File: src/rtl/tgarle_pkg.sv
// Shared types and constants for the TGA RLE image decoder.
// No dependencies. Imported by tgarle_core, tga_rle_image_decoder and tb_top.
package tgarle_pkg;

   typedef struct packed {
      logic [7:0] file_byte;
      logic       start_of_file;
   } tgarle_req_type;

   typedef struct packed {
      logic [1:0]  kind;
      logic [1:0]  error_code;
      logic [15:0] image_width;
      logic [15:0] image_height;
      logic        has_alpha;
      logic        is_compressed;
      logic [7:0]  red;
      logic [7:0]  green;
      logic [7:0]  blue;
      logic [7:0]  alpha;
      logic [7:0]  repeat_count;
      logic        last_of_image;
   } tgarle_rsp_type;

   // result kinds
   localparam logic [1:0] KIND_HEADER = 2'd0;
   localparam logic [1:0] KIND_PIXEL  = 2'd1;
   localparam logic [1:0] KIND_ERROR  = 2'd2;

   // header error codes
   localparam logic [1:0] ERR_NONE  = 2'd0;
   localparam logic [1:0] ERR_DIM   = 2'd1;
   localparam logic [1:0] ERR_DEPTH = 2'd2;

   // header byte positions
   localparam logic [4:0] HDR_TYPE      = 5'd2;
   localparam logic [4:0] HDR_WIDTH_LO  = 5'd12;
   localparam logic [4:0] HDR_WIDTH_HI  = 5'd13;
   localparam logic [4:0] HDR_HEIGHT_LO = 5'd14;
   localparam logic [4:0] HDR_HEIGHT_HI = 5'd15;
   localparam logic [4:0] HDR_DEPTH     = 5'd16;
   localparam logic [4:0] HDR_LAST      = 5'd17;

   localparam logic [7:0] TYPE_RAW = 8'd2;
   localparam logic [7:0] DEPTH_24 = 8'd24;
   localparam logic [7:0] DEPTH_32 = 8'd32;
   localparam logic [7:0] RUN_BIAS = 8'd127;

endpackage

File: src/rtl/tga_rle_image_decoder.sv
// Latency: a result appears at rsp the cycle after the byte that causes it is accepted.
// Throughput: one file byte per cycle, sustained, as long as rsp is not stalled; the
//   decode state updates in one pass per byte and a single result register sits after it.
// Reset: synchronous, active high; the decoder goes idle and ignores bytes until a
//   byte flagged start_of_file, and the result register empties.
// Top level of the TGA RLE image decoder; depends on tgarle_pkg and tgarle_core.
module tga_rle_image_decoder (
   input  logic                       clock,
   input  logic                       reset,
   input  logic                       req_valid,
   output logic                       req_stall,
   input  tgarle_pkg::tgarle_req_type req_data,
   output logic                       rsp_valid,
   input  logic                       rsp_stall,
   output tgarle_pkg::tgarle_rsp_type rsp_data
);
   import tgarle_pkg::*;

   logic           req_accept;
   logic           core_valid;
   tgarle_rsp_type core_data;
   logic           rsp_valid_ff;
   tgarle_rsp_type rsp_data_ff;

   // Hold off new requests only while a result sits in the output register and
   // the consumer is stalling; otherwise the register is free or draining now.
   assign req_stall  = rsp_valid_ff & rsp_stall;
   assign req_accept = req_valid & ~req_stall;

   // Header parse, packet decode and pixel assembly for one byte.
   tgarle_core u_core (
      .clock      (clock),
      .reset      (reset),
      .byte_valid (req_accept),
      .byte_data  (req_data),
      .res_valid  (core_valid),
      .res_data   (core_data)
   );

   // Output register: load on an accepted request, drop when taken.
   always_ff @(posedge clock) begin
      if (reset) begin
         rsp_valid_ff <= 1'b0;
      end else if (req_accept) begin
         rsp_valid_ff <= core_valid;
      end else if (!rsp_stall) begin
         rsp_valid_ff <= 1'b0;
      end
   end

   // Payload needs no reset; hold it unless a new result arrives.
   always_ff @(posedge clock) begin
      if (req_accept && core_valid) begin
         rsp_data_ff <= core_data;
      end
   end

   assign rsp_valid = rsp_valid_ff;
   assign rsp_data  = rsp_data_ff;

   // A stall toward the source only ever comes from a full, stalled output.
   a_stall_cause : assert property (@(posedge clock) disable iff (reset)
      req_stall |-> (rsp_valid && rsp_stall))
      else $error("request stalled without a pending result");

   // A pixel result always covers at least one pixel.
   a_pixel_count : assert property (@(posedge clock) disable iff (reset)
      (rsp_valid && rsp_data.kind == KIND_PIXEL) |-> (rsp_data.repeat_count != 8'd0))
      else $error("pixel result with zero repeat count");

   // An error result carries a nonzero code and no pixel payload.
   a_error_code : assert property (@(posedge clock) disable iff (reset)
      (rsp_valid && rsp_data.kind == KIND_ERROR) |->
         (rsp_data.error_code != ERR_NONE && rsp_data.repeat_count == 8'd0))
      else $error("header error result malformed");

   // A result accepted under no stall with no new request leaves the register empty.
   a_drain : assert property (@(posedge clock) disable iff (reset)
      (rsp_valid && !rsp_stall && !req_valid) |=> !rsp_valid)
      else $error("result delivered twice");

   // Reset empties the output register.
   a_reset_empty : assert property (@(posedge clock)
      reset |=> !rsp_valid)
      else $error("result pending after reset");

endmodule

File: src/rtl/tgarle_core.sv
// Header parse and RLE packet decode state for the TGA RLE image decoder.
// Depends on tgarle_pkg. One byte per accepted request, result is combinational.
module tgarle_core (
   input  logic                       clock,
   input  logic                       reset,
   input  logic                       byte_valid,
   input  tgarle_pkg::tgarle_req_type byte_data,
   output logic                       res_valid,
   output tgarle_pkg::tgarle_rsp_type res_data
);
   import tgarle_pkg::*;

   localparam logic [2:0] PH_IDLE    = 3'd0;
   localparam logic [2:0] PH_HEADER  = 3'd1;
   localparam logic [2:0] PH_HEAD    = 3'd2;
   localparam logic [2:0] PH_LITERAL = 3'd3;
   localparam logic [2:0] PH_RUN     = 3'd4;
   localparam logic [2:0] PH_DONE    = 3'd5;

   logic [2:0]  phase_ff, phase_in;
   logic [4:0]  hdr_idx_ff, hdr_idx_in;
   logic [7:0]  type_ff, type_in;
   logic [15:0] width_ff, width_in;
   logic [15:0] height_ff, height_in;
   logic [7:0]  depth_ff, depth_in;
   logic        four_ff, four_in;
   logic [7:0]  pkt_rem_ff, pkt_rem_in;
   logic [1:0]  byte_pos_ff, byte_pos_in;
   logic [7:0]  blue_ff, blue_in;
   logic [7:0]  green_ff, green_in;
   logic [7:0]  red_ff, red_in;
   logic [31:0] pix_rem_ff, pix_rem_in;

   logic [7:0]  b;
   logic        sof;
   logic [2:0]  ph;
   logic [31:0] area;
   logic [1:0]  last_pos;
   logic [7:0]  rep_raw;
   logic [7:0]  rep;
   logic [31:0] pix_left;
   logic [7:0]  pkt_dec;

   assign b        = byte_data.file_byte;
   assign sof      = byte_data.start_of_file;
   assign area     = {16'd0, width_ff} * {16'd0, height_ff};
   assign last_pos = four_ff ? 2'd3 : 2'd2;

   always_comb begin
      // start of file clears the decode state (not the pixel bytes) and restarts the header
      ph          = sof ? PH_HEADER : phase_ff;
      phase_in    = ph;
      hdr_idx_in  = sof ? 5'd0 : hdr_idx_ff;
      type_in     = sof ? 8'd0 : type_ff;
      width_in    = sof ? 16'd0 : width_ff;
      height_in   = sof ? 16'd0 : height_ff;
      depth_in    = sof ? 8'd0 : depth_ff;
      four_in     = sof ? 1'b0 : four_ff;
      pkt_rem_in  = sof ? 8'd0 : pkt_rem_ff;
      byte_pos_in = sof ? 2'd0 : byte_pos_ff;
      pix_rem_in  = sof ? 32'd0 : pix_rem_ff;
      blue_in     = blue_ff;
      green_in    = green_ff;
      red_in      = red_ff;
      rep_raw     = 8'd1;
      rep         = 8'd1;
      pix_left    = pix_rem_ff;
      pkt_dec     = pkt_rem_ff;
      res_valid   = 1'b0;
      res_data    = '0;
      res_data.is_compressed = (type_in != TYPE_RAW);

      unique case (ph)
         PH_HEADER: begin
            case (hdr_idx_in)
               HDR_TYPE:      type_in          = b;
               HDR_WIDTH_LO:  width_in[7:0]    = b;
               HDR_WIDTH_HI:  width_in[15:8]   = b;
               HDR_HEIGHT_LO: height_in[7:0]   = b;
               HDR_HEIGHT_HI: height_in[15:8]  = b;
               HDR_DEPTH:     depth_in         = b;
               default: ;
            endcase
            if (hdr_idx_in != HDR_LAST) begin
               hdr_idx_in = hdr_idx_in + 5'd1;
            end else begin
               res_valid              = 1'b1;
               res_data.image_width   = width_ff;
               res_data.image_height  = height_ff;
               if (width_ff == 16'd0 || height_ff == 16'd0) begin
                  res_data.kind       = KIND_ERROR;
                  res_data.error_code = ERR_DIM;
                  phase_in            = PH_IDLE;
               end else if (depth_ff != DEPTH_24 && depth_ff != DEPTH_32) begin
                  res_data.kind       = KIND_ERROR;
                  res_data.error_code = ERR_DEPTH;
                  phase_in            = PH_IDLE;
               end else begin
                  four_in             = (depth_ff == DEPTH_32);
                  pix_rem_in          = area;
                  byte_pos_in         = 2'd0;
                  phase_in            = (type_ff != TYPE_RAW) ? PH_HEAD : PH_LITERAL;
                  res_data.kind       = KIND_HEADER;
                  res_data.has_alpha  = (depth_ff == DEPTH_32);
               end
            end
         end
         PH_HEAD: begin
            if (b[7]) begin
               pkt_rem_in = b - RUN_BIAS;
               phase_in   = PH_RUN;
            end else begin
               pkt_rem_in = b + 8'd1;
               phase_in   = PH_LITERAL;
            end
            byte_pos_in = 2'd0;
         end
         PH_LITERAL, PH_RUN: begin
            if (byte_pos_ff != last_pos) begin
               case (byte_pos_ff)
                  2'd0:    blue_in  = b;
                  2'd1:    green_in = b;
                  2'd2:    red_in   = b;
                  default: ;
               endcase
               byte_pos_in = byte_pos_ff + 2'd1;
            end else begin
               byte_pos_in = 2'd0;
               rep_raw     = (ph == PH_RUN) ? pkt_rem_ff : 8'd1;
               // clip the run to what is left of the image
               rep         = ({24'd0, rep_raw} > pix_rem_ff) ? pix_rem_ff[7:0] : rep_raw;
               pix_left    = pix_rem_ff - {24'd0, rep};
               pix_rem_in  = pix_left;

               res_valid             = 1'b1;
               res_data.kind         = KIND_PIXEL;
               res_data.has_alpha    = four_ff;
               res_data.red          = four_ff ? red_ff : b;
               res_data.green        = green_ff;
               res_data.blue         = blue_ff;
               res_data.alpha        = four_ff ? b : 8'd0;
               res_data.repeat_count = rep;

               if (type_ff != TYPE_RAW) begin
                  if (ph == PH_RUN) begin
                     pkt_rem_in = 8'd0;
                     phase_in   = PH_HEAD;
                  end else begin
                     pkt_dec    = (pkt_rem_ff != 8'd0) ? pkt_rem_ff - 8'd1 : pkt_rem_ff;
                     pkt_rem_in = pkt_dec;
                     if (pkt_dec == 8'd0) begin
                        phase_in = PH_HEAD;
                     end
                  end
               end
               if (pix_left == 32'd0) begin
                  phase_in               = PH_DONE;
                  res_data.last_of_image = 1'b1;
               end
            end
         end
         default: ;
      endcase
   end

   always_ff @(posedge clock) begin
      if (reset) begin
         phase_ff    <= PH_IDLE;
         hdr_idx_ff  <= 5'd0;
         type_ff     <= 8'd0;
         width_ff    <= 16'd0;
         height_ff   <= 16'd0;
         depth_ff    <= 8'd0;
         four_ff     <= 1'b0;
         pkt_rem_ff  <= 8'd0;
         byte_pos_ff <= 2'd0;
         pix_rem_ff  <= 32'd0;
      end else if (byte_valid) begin
         phase_ff    <= phase_in;
         hdr_idx_ff  <= hdr_idx_in;
         type_ff     <= type_in;
         width_ff    <= width_in;
         height_ff   <= height_in;
         depth_ff    <= depth_in;
         four_ff     <= four_in;
         pkt_rem_ff  <= pkt_rem_in;
         byte_pos_ff <= byte_pos_in;
         pix_rem_ff  <= pix_rem_in;
      end
   end

   // pixel bytes are payload, no reset
   always_ff @(posedge clock) begin
      if (byte_valid) begin
         blue_ff  <= blue_in;
         green_ff <= green_in;
         red_ff   <= red_in;
      end
   end

endmodule

File: config.mk
export PLATFORM = sky130hd
export DESIGN_NAME = tga_rle_image_decoder
export DESIGN_NICKNAME = d
export VERILOG_FILES = /design/src/rtl/tgarle_pkg.sv /design/src/rtl/tga_rle_image_decoder.sv /design/src/rtl/tgarle_core.sv
export SDC_FILE = /design/constraint.sdc
export NUM_CORES = 1
export LEC_CHECK = 0
export ABC_AREA = 1
export BUFFER_PORTS_ARGS = -buffer_cell sky130_fd_sc_hd__buf_2
export CAP_MARGIN = 5
export CELL_PAD_IN_SITES_DETAIL_PLACEMENT = 0
export CELL_PAD_IN_SITES_GLOBAL_PLACEMENT = 1
export CORE_MARGIN = 8
export CORE_UTILIZATION = 51
export CTS_BUF_LIST = sky130_fd_sc_hd__clkbuf_16
export CTS_CLUSTER_DIAMETER = 40
export DETAILED_ROUTE_END_ITERATION = 10
export MAX_ROUTING_LAYER = met4
export PLACE_DENSITY_LB_ADDON = 0.1
export SYNTH_ARGS = -nofsm -noshare
export SYNTH_HDL_FRONTEND = slang
export SYNTH_SLANG_ARGS = --single-unit
File: constraint.sdc
create_clock -name clock -period 20.9 [get_ports clock]
set_clock_uncertainty 0.05 [all_clocks]
set_input_delay 4.18 -clock clock [delete_from_list [all_inputs] [get_ports clock]]
set_output_delay 4.18 -clock clock [all_outputs]
set_load 0.01 [all_outputs]
Word-level counts from Yosys, hierarchy flattened
Cells that the tools add are included.
{"block": "totals", "word_cells": 150, "inputBits": 13, "output_inout_bits": 81, "regBits": 203}
{"block": "classes", "n_reduce_logical": 17, "bitwise": 6, "eq_ne": 20, "n_lt_le_gt_ge": 1, "addsub": 6, "multipliers": 1, "muxes": 72}
{"cell": "2-to-1 mux 32 bit", "n": 5}
{"cell": "2-to-1 mux 8 bit", "n": 19}
{"cell": "2-to-1 mux 16 bit", "n": 4}
{"cell": "one-hot mux 32 bit (2 select lines)", "n": 1}
{"cell": "2-to-1 mux 37 bit", "n": 1}
{"cell": "greater-than comparator 8 x 32 -> 1 bit", "n": 1}
{"cell": "logical NOT 16 bit", "n": 2}
{"cell": "logical NOT 32 bit", "n": 1}
{"cell": "multiplier 16 x 16 -> 32 bit", "n": 1}
{"cell": "subtractor 32 x 8 -> 32 bit", "n": 1}
{"cell": "2-to-1 mux 3 bit", "n": 10}
{"cell": "equality test 5 x 4 -> 1 bit (second input constant)", "n": 4}
{"cell": "2-to-1 mux 1 bit", "n": 16}
{"cell": "inequality test 8 x 2 -> 1 bit (second input constant)", "n": 2}
{"cell": "one-hot mux 8 bit (2 select lines)", "n": 1}
{"cell": "2-to-1 mux 5 bit", "n": 3}
{"cell": "2-to-1 mux 2 bit", "n": 6}
{"cell": "AND reduction 4 bit", "n": 3}
{"cell": "one-hot mux 3 bit (3 select lines)", "n": 1}
{"cell": "adder 8 x 1 -> 8 bit (second input constant)", "n": 1}
{"cell": "equality test 8 x 6 -> 1 bit (second input constant)", "n": 1}
{"cell": "logical NOT 8 bit", "n": 1}
{"cell": "inequality test 8 x 5 -> 1 bit (second input constant)", "n": 1}
{"cell": "inequality test 8 x 6 -> 1 bit (second input constant)", "n": 1}
{"cell": "other kinds (26)", "n": 36}

Logic depth before layout (Yosys ltp)
Gate-level depths: netlist (run 1).
{"block": "logic_depth", "depth_word": 10, "mapped_depth": 39, "mapped_depth_nobuf": 37}

Modules after synthesis
From an unflattened synthesis (run 1), not the netlist that was laid out.
{"block": "unflattened", "hier_cells": 2748, "hier_area_um2": 20284.5}
{"module": "tgarle_core", "instances": 1, "area_per_inst_um2": 17847.1, "seq_area_each_um2": 2702.6, "cells_per_inst": 2658}
{"module": "tga_rle_image_decoder", "instances": 1, "area_per_inst_um2": 2437.3, "seq_area_each_um2": 2392.3, "cells_per_inst": 90}

Worst setup path after synthesis (run 1)
OpenSTA, ideal clock, no wires.
{"block": "synth_path", "kind": "input -> register", "startpoint": "input port req_data[0] (netlist bit)", "endpoint": "register rsp_data_ff, in the netlist rsp_data[0] (enable)", "setup_ps": 544, "required_time_ps": 20306, "slack_ps": 11196, "n_path_buf": 2, "arrival_time_ps": 9110, "path_stages": 8, "path_cell_list": "clkbuf_1 nor2_1 ha_1 inv_1 nor2_1 nand3_1 clkbuf_1 a21oi_1"}
{"block": "synth_via", "elab_chain_cells": 5, "elab_cells_between_ends": 10, "cone_classes": "eq/ne (4); mux (4); reduce/logical (2)"}
{"element": "start, declared", "line": "tga_rle_image_decoder.sv:12", "rtl": "input tgarle_pkg::tgarle_req_type req_data,"}
{"element": "2-to-1 mux 5 bit / 2-to-1 mux 3 bit (equally long branches)", "line": "tgarle_core.sv:53, tgarle_core.sv:51"}
{"element": "inequality test 5 bit (tied with other cells)", "line": "tgarle_core.sv:84", "rtl": "if (hdr_idx_in != HDR_LAST) begin"}
{"element": "2-to-1 mux 1 bit / OR reduction 2 bit (equally long branches)"}
{"element": "one-hot mux 1 bit (2 select lines) (*)", "line": "tgarle_core.sv:73", "rtl": "unique case (ph)"}
{"element": "logical AND 1 bit (*)", "line": "tga_rle_image_decoder.sv:53", "rtl": "if (req_accept && core_valid) begin"}
{"element": "end signal, assigned", "line": "tga_rle_image_decoder.sv:54", "rtl": "rsp_data_ff <= core_data;"}
{"element": "end, declared", "line": "tga_rle_image_decoder.sv:23", "rtl": "tgarle_rsp_type rsp_data_ff;"}
Every way passes the cells marked *; elsewhere a longest branch is shown, timed or not.
A chain may end at the register's enable or synchronous reset.

Worst setup path in the final report (run 1)
{"block": "layout_path", "startpoint": "input port req_data[0] (netlist bit)", "endpoint": "register u_core.phase_ff[0]"}
{"block": "layout_via", "elab_chain_cells": 10, "elab_cells_between_ends": 20, "cone_classes": "add/sub (1); order compare (1); eq/ne (5); mux (11); reduce/logical (2)"}
{"element": "2-to-1 mux 3 bit", "line": "tgarle_core.sv:51", "rtl": "ph = sof ? PH_HEADER : phase_ff;"}
{"element": "equality test 3 bit", "line": "tgarle_core.sv:73, tgarle_core.sv:129, tgarle_core.sv:145"}
{"element": "2-to-1 mux 8 bit", "line": "tgarle_core.sv:129", "rtl": "rep_raw = (ph == PH_RUN) ? pkt_rem_ff : 8'd1;"}
{"element": "greater-than comparator 8 x 32 -> 1 bit", "line": "tgarle_core.sv:131", "rtl": "rep = ({24'd0, rep_raw} > pix_rem_ff) ? pix_rem_ff[7:0] : rep_raw;"}
{"element": "2-to-1 mux 8 bit", "line": "tgarle_core.sv:131"}
{"element": "subtractor 32 x 8 -> 32 bit", "line": "tgarle_core.sv:132", "rtl": "pix_left = pix_rem_ff - {24'd0, rep};"}
{"element": "logical NOT 32 bit", "line": "tgarle_core.sv:156", "rtl": "if (pix_left == 32'd0) begin"}
{"element": "2-to-1 mux 3 bit", "line": "tgarle_core.sv:156"}
{"element": "2-to-1 mux 3 bit", "line": "tgarle_core.sv:119", "rtl": "if (byte_pos_ff != last_pos) begin"}
{"element": "one-hot mux 3 bit (3 select lines) (*)", "line": "tgarle_core.sv:73"}
{"element": "end signal, assigned", "line": "tgarle_core.sv:179", "rtl": "phase_ff <= phase_in;"}
{"element": "end, declared", "line": "tgarle_core.sv:20", "rtl": "logic [2:0] phase_ff, phase_in;"}
Marked as above.

==> impl_metrics.yaml, run 1 <==
critical_path:
  cp_top_family: "simple AND/OR/NAND/NOR gates"
  cp_slowest_cell: "nor2_1"
  crit_fanout: 31
  crit_path_frequent_cell: "nand2_1"
  reg2reg_depth: 21
  r2r_slack_ps: 13370
  cp.arrival_ps: 10060
  worst-setup-path-type: "primary input to register"
  reg2reg_to: "u_core.pix_rem_ff[22]"
  end_kind: "register"
  rr_startpoint: "u_core.width_ff[10]"
  crit_buf_inv: 5
  max_stage_delay_ps: 550
  crit_required_ps: 21310
  startpoint_type: "primary input"
global_routing:
  grt_start_max_net_pins: 82
  gr-total-overflow: 0
  grtUsageTotal: 0.2809
  antenna_found_initial: 0
  grt_pass1_vias: 17439
  grt_pass1_wl_um: 96670
sta:
  slew_headroom: 0.2728
  hold_viol: 0
  finalCritPeriodShare: 0.4619
  holdWs_ps: 416.7
  tightest_slew_ps: 1089
  period_needed_ps: 9653
  max_freq_mhz: 103.6
  slew_viol_final: 0
  setup_tns_ps: 0
  rsz0062_at_grt: "no"
  setup_viol: 0
synthesis:
  ys_ff_latch: 203
  synth_cells: 2605
  synthArstFlopShare: 0
  synth_cell_types: 51
  yosysMostFrequentCell: "nand2_1"
  synth_top_area_share: 0.1975
  synth_top_area_cell: "fa_1"
  syn_area_per_cell_um2: 7.549
  ys_seq_area_frac: 0.2591
  synth_edf_count: 103
  synth_nets: 2940
  ys.warnings.count: 0
  synth_area_leaders: "fa_1, edfxtp_1, nand2_1"
  synthTopCellsByCount: "nand2_1, inv_1, nor2_1"
  synth_area_um2: 19670
  synthFlopType: "edfxtp_1"
route:
  drt_iter0_markers: 1419
  route.detailed.drc: 0
  ant_nets: 0
  wl_per_cell_um: 18.86
  routed_wl_um: 60280
  viasPerCell: 5.433
  drt-pass1-iter-count: 6
  vias: 17370
cells_and_area:
  postLayoutCellArea_um2: 21750
  final_net_count: 2988
  drive_gt1_frac: 0.08847
  area_delta_synth_final_pct: 10.59
  fillerInstances: 3714
  regArea_um2: 5095
  multi_input_area_um2: 12050
  num_antenna_cells: 0
place:
  dpl_cell_area_um2: 20590
  io_buffers: 93
  gp_congestion: 0.9109
  hpwl_um: 45760
die:
  die_y_um: 212.4
  dieWidth_um: 212.4
  start_util: 0.5125
  io_pins: 94
  die_area_um2: 45100
  core_um2: 38380
  std_cell_rows: 72
pwr:
  cellPowerDensity_nw_per_um2: 52.36
  ir_worst_vdd_v: 0.00005218
  p_leak_nw: 10.45
clock_tree:
  cts_hold_buf: 0
  h-tree-depth: 2
  post-cts-setup-buffer-count: 0
  cts_tree: "built"
  cts_root_buf: "clkbuf_16"
  post_cts_resized: 0
  clk_pin_slew_ps: 40
  clockBufferDepth: 3
  cts_sinks: 203
  insertion_delay_ps: 540
  cts_buffers: 36
worst_hold_path:
  min_to: "u_core.width_ff[14]"
  hold_start: "u_core.width_ff[14]"
  holdPathStages: 2
  hp-class: "register to register"
run:
  cap_viol_max_count: 0
outcome:
  outcome: "completed"
==> power breakdown <==
group / switching [mW] / internal (mW) / total, mW
registers: 0.00769 / 0.422 / 0.430
logic: 0.106 / 0.0398 / 0.145
clock network: 0.217 / 0.346 / 0.563
total: 0.331 / 0.808 / 1.14
==> area by class of cell <==
type                       instances  area share
clock inverter                    26    0.009665
clock buffer                      38     0.04372
multi-input combinational       1725      0.5540
inverter                         567     0.09786
tap                              518     0.02980
timing repair buffer             120     0.03072
sequential                       203      0.2343
==> cell families (layout without fill, tap and decap cells) <==
group | count (synthesis) | in the layout | share of synthesized area
and+or+nand+nor | 1037 | 1037 | 0.2229
buffers and inverters | 677 | 751 | 0.1297
AOI/OAI and AO/OA | 352 | 352 | 0.1033
adders and majority gates | 322 | 322 | 0.2789
DFF | 203 | 203 | 0.2591
xor gates and xnor gates | 14 | 14 | 0.006235
==> cell usage in the layout, fill, tap and decap left out, drive strengths merged, types with 3 or more instances in the layout <==
cell / Yosys / final
a211oi: 6 / 6
a21o: 3 / 3
a21oi: 152 / 152
a221oi: 21 / 21
a22oi: 10 / 10
a31oi: 18 / 18
buf: 37 / 120
clkbuf: 73 / 38
clkinv: 2 / 13
dfxtp: 100 / 100
edfxtp: 103 / 103
fa: 194 / 194
ha: 128 / 128
inv: 565 / 577
nand2: 595 / 595
nand3: 82 / 82
nand3b: 3 / 3
nand4: 41 / 41
nor2: 245 / 245
nor3: 41 / 41
nor4: 18 / 18
o211ai: 24 / 24
o21ai: 100 / 100
o21bai: 4 / 4
o221ai: 4 / 4
or2: 10 / 10
xnor2: 7 / 7
xor2: 7 / 7
==> per-layer routing <==
metal  vias up  share of wire  global-route usage
met3       101          0.066             0.04009
met5         -              0                   -
li1       8263              -                   -
met2       620           0.47              0.4488
met4         0          0.020             0.07449
met1      8386           0.44              0.3728
==> stage by stage <==
stage          setup WS (ps)    util  cells  total power [mW]
6_report               11250  0.5667   3197             1.139
2_1_floorplan          11200       -   2605            0.5356
4_1_cts                11310  0.5667   3197             1.145
3_3_place_gp           10860  0.5365   3133            0.5805
5_1_grt                10670  0.5667   3197             1.181
3_5_place_dp           10760  0.5365   3133            0.5802
==> state kept, by name, summed over array words and instances, names as in the netlist <==
register and count:
rsp_data 79, rsp_valid 1, u_core.blue_ff 8, u_core.byte_pos_ff 2, u_core.depth_ff 8, u_core.four_ff 1, u_core.green_ff 8, u_core.hdr_idx_ff 5
u_core.height_ff 16, u_core.phase_ff 3, u_core.pix_rem_ff 32, u_core.pkt_rem_ff 8, u_core.red_ff 8, u_core.type_ff 8, u_core.width_ff 16
==> worst max-delay path by stage <==
stage                 from            endpoint  slack, ps  depth (start not counted)
2_1_floorplan  req_data[0]         rsp_data[0]      11200                          8
3_3_place_gp   req_data[0]  u_core.phase_ff[0]      10860                         32
3_5_place_dp   req_data[0]  u_core.phase_ff[0]      10760                         32
5_1_grt        req_data[0]  u_core.phase_ff[0]      10670                         32
6_report       req_data[0]  u_core.phase_ff[0]      11250                         32
4_1_cts        req_data[0]  u_core.phase_ff[0]      11310                         32
==> worst reg2reg max path, stage by stage (launching register included) <==
cell and delay [ps]:
dfxtp_1 1030, nand2_1 200, fa_1 590, inv_1 60, fa_1 520, inv_1 50, fa_1 500, fa_1 580
fa_1 430, fa_1 520, inv_1 50, ha_1 320, a21oi_1 160, a21boi_0 490, o21ai_1 220, a21oi_1 260
o21ai_1 200, a21oi_1 290, inv_1 100, or2_2 290, a21oi_1 310, a221oi_1 120
No activity file was read; power rests on OpenSTA's default activity.
==> run 2, diff against run 1 <==
--- a/config.mk
+++ b/config.mk
@@ -11,7 +11,7 @@
 export CELL_PAD_IN_SITES_DETAIL_PLACEMENT = 0
 export CELL_PAD_IN_SITES_GLOBAL_PLACEMENT = 1
 export CORE_MARGIN = 8
-export CORE_UTILIZATION = 51
+export CORE_UTILIZATION = 43
 export CTS_BUF_LIST = sky130_fd_sc_hd__clkbuf_16
 export CTS_CLUSTER_DIAMETER = 40
 export DETAILED_ROUTE_END_ITERATION = 10
==> constraint.sdc (replaced) <==
create_clock -name clock -period 8.43 [get_ports clock]
set_clock_uncertainty 0.05 [all_clocks]
set_input_delay 1.686 -clock clock [delete_from_list [all_inputs] [get_ports clock]]
set_output_delay 1.686 -clock clock [all_outputs]
set_load 0.01 [all_outputs]
==> run 2 against run 1 <==
Sequential share of layout area is 0.35 points lower. Worst setup slack got worse by 10000 ps. Critical path depth fell by 4. Via count up 0.13%. Clock power grew to 2.8 times the previous value. First-iteration DRC count decreased by 8.2%. Count of clock-buffer cells in the layout up 1. Register-to-register slack got worse by 12000 ps. Total power grew to 2.6 times the previous value. Die area increased by 17%. Largest cell class unchanged. Highest routed layer unchanged.
==> impl_metrics.yaml, run 2 (synthesis results as in run 1) <==
route:
  routed_wl_um: 63620
  top_layer_used: "met4"
  wl_met1_um: 29230
  drt_iter0_markers: 1303
  ant_nets: 0
  viasPerCell: 5.277
  vias: 17393
  drt-pass1-iter-count: 7
  routed-wl-met3_um: 3381
  wl_per_cell_um: 19.30
  route.detailed.drc: 0
  dr_wl_met2_um: 28960
cells_and_area:
  num_antenna_cells: 0
  mostFrequentLayoutCells: "nand2_1, inv_1, nor2_1"
  drive_gt1_frac: 0.09607
  final_common_cell: "nand2_1"
  fillerInstances: 4654
  area_delta_synth_final_pct: 12.25
  final_net_count: 3001
  largest_reg_flops: 79
  multi_input_area_um2: 12050
  regArea_um2: 5095
clock_tree:
  cts_hold_buf: 0
  clockBufferDepth: 3
  clk_pin_slew_ps: 50
  cts_buffers: 39
  post-cts-setup-buffer-count: 0
  cts_sinks: 203
  insertion_delay_ps: 560
  h-tree-depth: 2
  cts_tree: "built"
  cts_root_buf: "clkbuf_16"
  post_cts_resized: 0
sta:
  setup_tns_ps: 0
  slew_headroom: 0.2200
  holdWs_ps: 416.3
  max_freq_mhz: 136.4
  rsz0062_at_grt: "no"
  period_needed_ps: 7332
  finalCritPeriodShare: 0.8697
  setup_viol: 0
  tightest_slew_ps: 1168
  hold_viol: 0
  slew_viol_final: 0
critical_path:
  max_stage_delay_ps: 960
  crit_required_ps: 8820
  startpoint_type: "register"
  end_kind: "register"
  cp_slowest_cell: "dfxtp_1"
  crit_fanout: 19
  cp.arrival_ps: 7720
  worst-setup-path-type: "register to register"
  crit_path_frequent_cell: "nor2_1"
pwr:
  cellPowerDensity_nw_per_um2: 135.7
  power.switching_uw: 865.3
  p_leak_nw: 10.53
  p_sw_frac: 0.2889
  intPower_mw: 2.129
  clkPwrFrac: 0.524
  ir_worst_vdd_v: 0.0001403
  p_seq_frac: 0.356
  combPwrFrac: 0.120
die:
  std_cell_rows: 78
  io_pins: 94
  core_um2: 45280
  dieWidth_um: 229.9
  die_y_um: 229.9
  die_area_um2: 52840
  start_util: 0.4343
outcome:
  outcome: "completed"
place:
  gp_congestion: 0.9394
  hpwl_um: 49170
  io_buffers: 93
global_routing:
  gr-total-overflow: 0
  grt_pass1_vias: 17937
  grt_pass1_wl_um: 101700
  grt_start_max_net_pins: 66
  antenna_found_initial: 0
  grtUsageTotal: 0.2489
worst_hold_path:
  hp-class: "register to register"
run:
  cap_viol_max_count: 0
[run 2: cell types whose count changed in the layout (fill, tap and decap cells not counted)]
cell        before  now
bufinv_16        1    4
inv_1          554  550
clkinvlp_4       2    3
inv_6            3    5
inv_8            3    1
inv_16           0    1
clkinv_16        1    0
buf_4           27   37
clkinv_1         9    8
clkinv_8         1    2
clkinv_4         0    4
clkbuf_16       38   39
clkinv_2         2    4
[run 2: final cells by class]
| type | count | share of cell area |
|---|---|---|
| sequential | 203 | 0.2308 |
| timing repair buffer | 130 | 0.03367 |
| clock buffer | 39 | 0.04421 |
| clock inverter | 32 | 0.01519 |
| inverter | 567 | 0.09641 |
| tap | 600 | 0.03401 |
| multi-input combinational | 1725 | 0.5457 |
[run 2: metrics by stage]
| step | power, mW | util | setup slack (ps) | cells | instance area [um2] |
|---|---|---|---|---|---|
| 2_1_floorplan | 1.328 | - | 1220 | 2605 | 19670 |
| 3_3_place_gp | 1.443 | 0.4586 | 1266 | 3225 | 20760 |
| 3_5_place_dp | 1.441 | 0.4586 | 1215 | 3225 | 20760 |
| 4_1_cts | 3.020 | 0.4875 | 1157 | 3296 | 22080 |
| 5_1_grt | 3.104 | 0.4875 | 512.2 | 3296 | 22080 |
| 6_report | 2.995 | 0.4875 | 1098 | 3296 | 22080 |
[run 2: final timing paths]
check	startpoint	end	slack (ps)	cells after the start
worst min-delay path	u_core.width_ff[15]	u_core.width_ff[15]	420	2
worst max register to register	u_core.width_ff[3]	u_core.pix_rem_ff[27]	1100	28
worst max-delay path	u_core.width_ff[3]	u_core.pix_rem_ff[27]	1100	28
worst min register to register	u_core.width_ff[15]	u_core.width_ff[15]	420	2
[run 2: metal layers]
metal | vias up | track usage
li1 | 8295 | -
met1 | 8459 | 0.3350
met2 | 508 | 0.3889
met3 | 131 | 0.03029
met4 | 0 | 0.07979
met5 | - | -
[run 2: power by group through the flow]
stage,combinational (mW),sequential (mW),clock [mW]
3_3_place_gp,0.358,1.09,0
3_5_place_dp,0.356,1.08,0
5_1_grt,0.403,1.07,1.63
6_report,0.359,1.07,1.57
4_1_cts,0.358,1.07,1.60
2_1_floorplan,0.249,1.08,0
[run 2: critical path, delay by kind of cell (launching register included)]
kind / cells / cell delay, ps
flops: 1 / 960
fa+ha+maj: 7 / 3090
simple gates: 9 / 930
buf+inv: 4 / 210
compound gates: 8 / 1970
==> run 3, diff against run 2 <==
--- a/config.mk
+++ b/config.mk
@@ -8,15 +8,13 @@
 export ABC_AREA = 1
 export BUFFER_PORTS_ARGS = -buffer_cell sky130_fd_sc_hd__buf_2
 export CAP_MARGIN = 5
-export CELL_PAD_IN_SITES_DETAIL_PLACEMENT = 0
-export CELL_PAD_IN_SITES_GLOBAL_PLACEMENT = 1
 export CORE_MARGIN = 8
-export CORE_UTILIZATION = 43
+export CORE_UTILIZATION = 58
 export CTS_BUF_LIST = sky130_fd_sc_hd__clkbuf_16
 export CTS_CLUSTER_DIAMETER = 40
 export DETAILED_ROUTE_END_ITERATION = 10
 export MAX_ROUTING_LAYER = met4
-export PLACE_DENSITY_LB_ADDON = 0.1
+export PLACE_DENSITY = 0.79
 export SYNTH_ARGS = -nofsm -noshare
 export SYNTH_HDL_FRONTEND = slang
 export SYNTH_SLANG_ARGS = --single-unit
==> run 3 against run 2 <==
Non-clock buffer count fell by 21. Critical path depth unchanged. Sequential cell count unchanged. Final cell count down 5.8%. Core utilization up 15 points. Critical path type unchanged. Fmax increased by 0.17%. Sequential share of layout area increased by 0.74 points. Die area shrank 24%. Register-to-register slack about the same. Global-route usage increased by 4.5 points. Largest power group unchanged. Largest cell class unchanged. Total power is 12% lower.
==> impl_metrics.yaml, run 3 (synthesis results as in run 1) <==
clock_tree:
  insertion_delay_ps: 550
  cts_root_buf: "clkbuf_16"
  post-cts-setup-buffer-count: 0
  clockBufferDepth: 3
  cts_buffers: 29
  cts_sinks: 203
  cts_hold_buf: 0
  cts_tree: "built"
  h-tree-depth: 1
  clk_pin_slew_ps: 60
  post_cts_resized: 0
cells_and_area:
  final_net_count: 2970
  fillerInstances: 2869
  mostFrequentLayoutCells: "nand2_1, inv_1, nor2_1"
  num_antenna_cells: 0
  largest_reg_flops: 79
  drive_gt1_frac: 0.08352
  area_delta_synth_final_pct: 8.748
  final_common_cell: "nand2_1"
pwr:
  p_leak_nw: 10.26
  cellPowerDensity_nw_per_um2: 123.8
  ir_worst_vdd_v: 0.0001533
die:
  die_y_um: 200.1
  start_util: 0.5880
  std_cell_rows: 67
  die_area_um2: 40060
  io_pins: 94
  dieWidth_um: 200.1
  core_um2: 33450
critical_path:
  crit_required_ps: 8820
  reg2reg_depth: 28
  crit_fanout: 19
  worst-setup-path-type: "register to register"
  cp.arrival_ps: 7710
  r2r_slack_ps: 1110
  end_kind: "register"
  max_stage_delay_ps: 920
  reg2reg_to: "u_core.pix_rem_ff[27]"
  startpoint_type: "register"
  cp_slowest_cell: "dfxtp_1"
  crit_path_frequent_cell: "nor2_1"
  rr_startpoint: "u_core.width_ff[3]"
route:
  viasPerCell: 5.705
  vias: 17720
  ant_nets: 0
  route.detailed.drc: 0
  routed_wl_um: 57840
  drt_iter0_markers: 1527
  wl_per_cell_um: 18.62
  drt-pass1-iter-count: 5
sta:
  setup_viol: 0
  slew_viol_final: 0
  setup_tns_ps: 0
  rsz0062_at_grt: "no"
  slew_headroom: 0.2669
  finalCritPeriodShare: 0.8682
  tightest_slew_ps: 1098
  period_needed_ps: 7319
  max_freq_mhz: 136.6
  layout_setup_ws_ps: 1111
  hold_viol: 0
global_routing:
  antenna_found_initial: 0
  grt_start_max_net_pins: 83
  grtUsageTotal: 0.2939
  grt_pass1_wl_um: 94120
  gr-total-overflow: 0
  grt_pass1_vias: 17667
outcome:
  outcome: "completed"
worst_hold_path:
  min_to: "u_core.hdr_idx_ff[0]"
  holdPathStages: 2
  hold_start: "u_core.hdr_idx_ff[0]"
  hp-class: "register to register"
place:
  pre_cts_ws_ps: 1286
  gp_congestion: 0.9451
  hpwl_um: 42770
  io_buffers: 93
run:
  cap_viol_max_count: 0
==> run 3: final cells by class <==
cell class | count | area [um2] | area share
Clock inverter | 25 | 254.0 | 0.01188
Sequential cell | 203 | 5095 | 0.2382
Inverter | 567 | 2128 | 0.09951
Tap cell | 448 | 560.5 | 0.02621
Multi-Input combinational cell | 1725 | 12040 | 0.5629
Timing Repair Buffer | 109 | 585.6 | 0.02738
Clock buffer | 29 | 725.7 | 0.03393
==> run 3: metrics by stage <==
| stage | cell area, um2 | instances | util | power (mW) | hold slack (ps) |
|---|---|---|---|---|---|
| global route | 21390 | 3106 | 0.6394 | 2.726 | 440.4 |
| finish | 21390 | 3106 | 0.6394 | 2.647 | 414.7 |
| floorplan | 19670 | 2605 | - | 1.328 | 392.0 |
| global placement | 20410 | 3052 | 0.6101 | 1.429 | 404.8 |
| detailed placement | 20410 | 3052 | 0.6101 | 1.432 | 409.1 |
| CTS | 21390 | 3106 | 0.6394 | 2.640 | 417.3 |
==> run 3: how the worst max path moves through the flow <==
stage,start,end,slack [ps],depth (start not counted)
global placement,u_core.width_ff[3],u_core.pix_rem_ff[27],1560,28
detailed placement,u_core.width_ff[3],u_core.pix_rem_ff[27],1290,28
CTS,u_core.width_ff[3],u_core.pix_rem_ff[27],1270,28
floorplan,req_data[0],rsp_data[0],1220,8
global route,u_core.width_ff[3],u_core.pix_rem_ff[27],520,28
finish,u_core.width_ff[3],u_core.pix_rem_ff[27],1110,28
==> run 3: worst max-delay path, delay by kind of cell (launching register included) <==
| kind | cells | cell delay (ps) |
|---|---|---|
| compound gates | 8 | 1970 |
| fa+ha+maj | 7 | 3080 |
| buf+inv | 4 | 210 |
| flops | 1 | 920 |
| simple gates | 9 | 970 |
==> run 3: power breakdown <==
| group | leakage [nW] | total (mW) | internal [mW] | switching [mW] |
|---|---|---|---|---|
| Clock | 0.488 | 1.23 | 0.734 | 0.491 |
| Sequential | 1.79 | 1.06 | 1.05 | 0.0187 |
| Combinational | 7.98 | 0.357 | 0.0983 | 0.259 |
| Total | 10.3 | 2.65 | 1.88 | 0.769 |
==> run 3: metal layers <==
| layer | vias up | global-route usage | wire length (um) |
|---|---|---|---|
| met3 | 175 | 0.06003 | 5602 |
| met1 | 8402 | 0.3693 | 23270 |
| met5 | - | - | 0 |
| met4 | 0 | 0.1033 | 2105 |
| li1 | 8219 | - | - |
| met2 | 924 | 0.4684 | 26860 |
